File: config.mk
export PLATFORM = sky130hd
export DESIGN_NAME = sssp_ctrl
export DESIGN_NICKNAME = d
export VERILOG_FILES = /design/src/rtl/core/sssp_pkg.sv /design/src/rtl/core/sssp_ctrl.sv
export SDC_FILE = /design/constraint.sdc
export NUM_CORES = 1
export LEC_CHECK = 0
export ABC_AREA = 1
export BUFFER_PORTS_ARGS = -buffer_cell sky130_fd_sc_hd__buf_2
export CAP_MARGIN = 20
export CORE_MARGIN = 4
export CORE_UTILIZATION = 35
export CTS_CLUSTER_SIZE = 30
export DETAILED_ROUTE_END_ITERATION = 8
export SETUP_SLACK_MARGIN = 0.15
export SLEW_MARGIN = 0
export SYNTH_ARGS = -nofsm -noshare
export SYNTH_HDL_FRONTEND = slang
export SYNTH_SLANG_ARGS = --single-unit
File: constraint.sdc
create_clock -name clk -period 1.5 [get_ports clk]
set_input_delay 0 -clock clk [delete_from_list [all_inputs] [get_ports clk]]
set_output_delay 0 -clock clk [all_outputs]
set_load 0.05 [all_outputs]
File: src/rtl/core/sssp_pkg.sv
// ----------------------------------------------------------------------------
// sssp_pkg: shared types and constants for the shortest path core.
// Holds the default node count, field widths and the controller command and
// status structures.
// ----------------------------------------------------------------------------
package sssp_pkg;

  localparam int NODES_DEFAULT = 32;
  localparam int ID_W          = 6;
  localparam int WEIGHT_W      = 16;
  localparam int DIST_W        = 22;

  // Commands from the controller to the datapath.
  typedef struct packed {
    logic load_write;   // write the requested weight into the matrix
    logic run_init;     // clear flags and queue, seed the source
    logic pop;          // pop the queue head into the current node
    logic edge_read;    // issue a matrix read for the scan column
    logic relax;        // evaluate the weight returned for the last read
    logic out_read;     // present the result for the output counter
  } sssp_cmd_t;

  // Status from the datapath to the controller.
  typedef struct packed {
    logic queue_empty;
    logic scan_last;    // the scan column is the final node
    logic out_last;     // the output counter is at the final node
  } sssp_status_t;

endpackage

File: src/rtl/core/sssp_ctrl.sv
// ----------------------------------------------------------------------------
// sssp_ctrl: sequencer for loads, the relaxation walk and result output.
// ----------------------------------------------------------------------------
module sssp_ctrl #(
  parameter int NODES = sssp_pkg::NODES_DEFAULT
) (
  input  logic                      clk,
  input  logic                      rst,
  input  logic                      start,
  output logic                      busy,
  input  logic                      cmd_in,
  input  logic [sssp_pkg::ID_W-1:0] from_node,
  input  logic [sssp_pkg::ID_W-1:0] to_node,
  input  sssp_pkg::sssp_status_t    status,
  output sssp_pkg::sssp_cmd_t       cmd
);

  localparam logic [2:0] S_CLEAR = 3'd0;
  localparam logic [2:0] S_IDLE  = 3'd1;
  localparam logic [2:0] S_POP   = 3'd2;
  localparam logic [2:0] S_SCAN  = 3'd3;
  localparam logic [2:0] S_DRAIN = 3'd4;
  localparam logic [2:0] S_OUT   = 3'd5;

  localparam int IW        = (NODES > 1) ? $clog2(NODES) : 1;
  localparam int CLR_DEPTH = 1 << (2 * IW);
  localparam int CLR_W     = $clog2(CLR_DEPTH + 1);

  logic [2:0]       state;
  logic [2:0]       state_next;
  logic [CLR_W-1:0] clr_count;
  logic             accept;
  logic             relax_pending;

  assign accept = start && !busy;
  assign busy   = (state != S_IDLE);

  always_ff @(posedge clk) begin
    if (rst) begin
      state     <= S_CLEAR;
      clr_count <= '0;
    end else begin
      state <= state_next;
      if (state == S_CLEAR) clr_count <= clr_count + 1'b1;
    end
  end

  // Next state and commands.
  always_comb begin
    state_next = state;
    cmd        = '0;
    unique case (state)
      S_CLEAR: begin
        if (32'(clr_count) == CLR_DEPTH - 1) state_next = S_IDLE;
      end
      S_IDLE: begin
        if (accept) begin
          if (!cmd_in) begin
            cmd.load_write = (32'(from_node) < NODES) && (32'(to_node) < NODES);
          end else if (32'(from_node) < NODES) begin
            cmd.run_init = 1'b1;
            state_next   = S_POP;
          end
        end
      end
      S_POP: begin
        // No relax is in flight here: the final column's relax was issued in the drain state.
        cmd.relax = 1'b0;
        if (status.queue_empty) begin
          state_next = S_OUT;
        end else begin
          cmd.pop    = 1'b1;
          state_next = S_SCAN;
        end
      end
      S_SCAN: begin
        cmd.edge_read = 1'b1;
        if (status.scan_last) state_next = S_DRAIN;
      end
      S_DRAIN: begin
        cmd.relax  = 1'b1;
        state_next = S_POP;
      end
      S_OUT: begin
        cmd.out_read = 1'b1;
        if (status.out_last) state_next = S_IDLE;
      end
      default: state_next = S_IDLE;
    endcase
    // Relax follows each edge read in the next cycle; the final column's relax comes from the drain state.
    if (state == S_SCAN && clr_count != '0 && relax_pending) cmd.relax = 1'b1;
  end

  // Marks that the previous cycle issued an edge read for a column other than the final one.
  always_ff @(posedge clk) begin
    if (rst) relax_pending <= 1'b0;
    else     relax_pending <= (state == S_SCAN) && !status.scan_last;
  end

  // No datapath command is issued during the clearing sweep.
  assert property (@(posedge clk) disable iff (rst)
    (state == S_CLEAR) |-> (cmd == '0))
    else $error("command during clearing sweep");
  // A run goes straight to popping the source.
  assert property (@(posedge clk) disable iff (rst)
    cmd.run_init |=> (state == S_POP))
    else $error("run did not start the walk");
  // Output never overlaps the walk.
  assert property (@(posedge clk) disable iff (rst)
    cmd.out_read |-> !(cmd.pop || cmd.edge_read || cmd.relax))
    else $error("output overlaps relaxation");

endmodule

==> flow_summary.yaml <==
hold_path:
  holdCritPathClass: "in2reg"
  holdPathStages: 5
layout:
  fin_util_pct: 50.00
  layout_commonest_cell: "nand2_1"
  drive_above_1_share_pct: 34.67
  final_area_um2: 1149
  stdcell_count: 178
  final_cell_mix: "nand2_1, nor2_1, inv_1, buf_2, dfxtp_1"
  n_antenna_cell: 0
  syn_to_final_growth_pct: 31.33
  nets: 172
routing:
  dr_wl_met2_um: 916
  wl_mm: 1.999
  route.top_layer_used: "met4"
  drt_iter0_markers: 22
  wl_met1_um: 975
  routedWlPerCell_um: 11.23
  drc: 0
  postRouteAntennaNets: 0
  wl_met3_um: 74
  vias_per_cell: 4.775
  firstDrtPassIters: 4
  via_count: 850
timing:
  setup_slack_ns: 0.1561
  fin_crit_sh_pct: 89.59
  hold_viol: 0
  hold_ws_ns: 0.1275
  post-route-min-period_ns: 1.344
  maxSlewHeadroom_pct: 81.52
  skew_ns: 0.005683
  fmax_mhz: 744.1
  setup-violations-final: 0
  rsz0062_at_grt: "yes"
  worst_pin_slew_ns: 0.2769
  slew_viol_final: 0
  tns_ns: 0
critical_path:
  crit_type: "reg2out"
  start_kind: "flip-flop"
  crit_path_max_fanout: 3
  endpoint_kind: "primary output"
  worstPathArrival_ns: 1.34
  r2r_cells: 8
  cp_data_required_time_ns: 1.50
global_routing:
  grt_pass1_vias: 789
  grt_use_total_pct: 13.12
  grt_pass1_wl_mm: 3.436
  grt-ovfl-total: 0
  antenna_found_initial: 0
  grt_max_degree: 10
placement:
  io_buffers: 15
  gp_congestion: 0.8472
  placed_area_um2: 1040
  dp_slack_ns: 0.1551
  placed_cells: 171
  hpwlAfterDp_mm: 1.551
synthesis:
  avgSynthCellArea_um2: 6.887
  ys_ff_latch: 15
  postSynthCellCount: 127
  synth_area_leader_cell: "dfxtp_1"
  synth.distinct_cells: 25
  syn_area_um2: 874.6
  yosysWarningCount: 0
  synthTopCellsByArea: "dfxtp_1, nand2_1, nor2_1, inv_1, nand3_1"
  synth-seq-area-share_pct: 34.33
  synth.net_count: 148
  yosysTopAreaCellShare_pct: 34.33
power:
  cellPowerDensity_nw_per_um2: 1297
  p_leak_nw: 0.4977
  total_power_mw: 1.490
  ir_worst_vdd_uv: 934.6
status:
  run_status: "finished clean"
die:
  die_w_um: 57.99
  ios: 26
  dieArea_um2: 3363
  fp.dieH_um: 57.99
  core_um2: 2297
  initial_core_util_pct: 38.07
  rows: 17
clocking:
  cts_tree: "built"
  cts_buffers: 3
  htreeDepth: 1
  path_clk_slew_ns: 0.08
  root_buffer: "clkbuf_4"
  clk_latency_ns: 0.29
  clock-sinks: 15
  clock_path_buffers: 2
run:
  max-cap-violations: 0
## registers in the layout (all words and copies together), names as in the netlist
signal / cells
state: 3
relax_pending: 1
clr_count: 11
## logic make-up after synthesis
| family | Yosys count | synth area share (%) |
|---|---|---|
| adder cells (fa/ha/maj) | 2 | 2.861 |
| AO/OA/AOI/OAI | 19 | 11.87 |
| AND/OR/NAND/NOR | 72 | 42.20 |
| buffers and inverters | 18 | 7.725 |
| flip-flops | 15 | 34.33 |
| XOR/XNOR | 1 | 1.002 |
## critical path: stages (launching register included)
cell and delay, ns:
dfxtp_2 0.34, inv_2 0.08, ha_4 0.13, nand4_1 0.08
o211ai_1 0.17, nand2_1 0.09, buf_6 0.16
## synthesized netlist by cell type, drive strengths merged
master  count
nand4       2
nor4        1
nor3        5
or2         1
nand2      27
inv        17
xor2        1
a21oi       9
nand3      11
o21bai      1
o21ai       8
nor2       25
dfxtp      15
o211ai      1
ha          2
clkinv      1
## where the power goes
group	leakage [nW]	internal [mW]	switching, mW
logic	0.359	0.243	0.464
clock network	0.0150	0.103	0.129
registers	0.124	0.464	0.0857
## worst paths after layout
| kind | start | end | slack (ns) |
|---|---|---|---|
| worst min register to register | clr_count[6] | clr_count[6] | 0.51 |
| worst max-delay path | clr_count[0] | cmd[1] | 0.16 |
| worst min-delay path | status[2] | state[2] | 0.13 |
| worst max register to register | clr_count[0] | state[0] | 0.24 |
## area by class of cell
type / count / area [um^2]
Tap cell: 28 / 35.03
Inverter: 18 / 67.56
Clock buffer: 4 / 26.28
Fill cell: 229 / 1149
Sequential cell: 15 / 306.5
Timing Repair Buffer: 19 / 131.4
Multi-Input combinational cell: 94 / 581.8
## layer usage
metal  GRT usage [%]  vias up
li1                -      460
met1           17.29      374
met2           20.48       12
met3           2.673        4
met4           5.960        0
met5               0        -
## timing repair
action	4_1_cts	5_1_grt
resized for setup	11	8
setup endpoints to repair	5	9
hold buffers	2	0
pin swaps	3	4
endpoints found under the hold margin	5	0
setup buffers	0	1
Note: power is estimated with default switching activity, not from simulation.
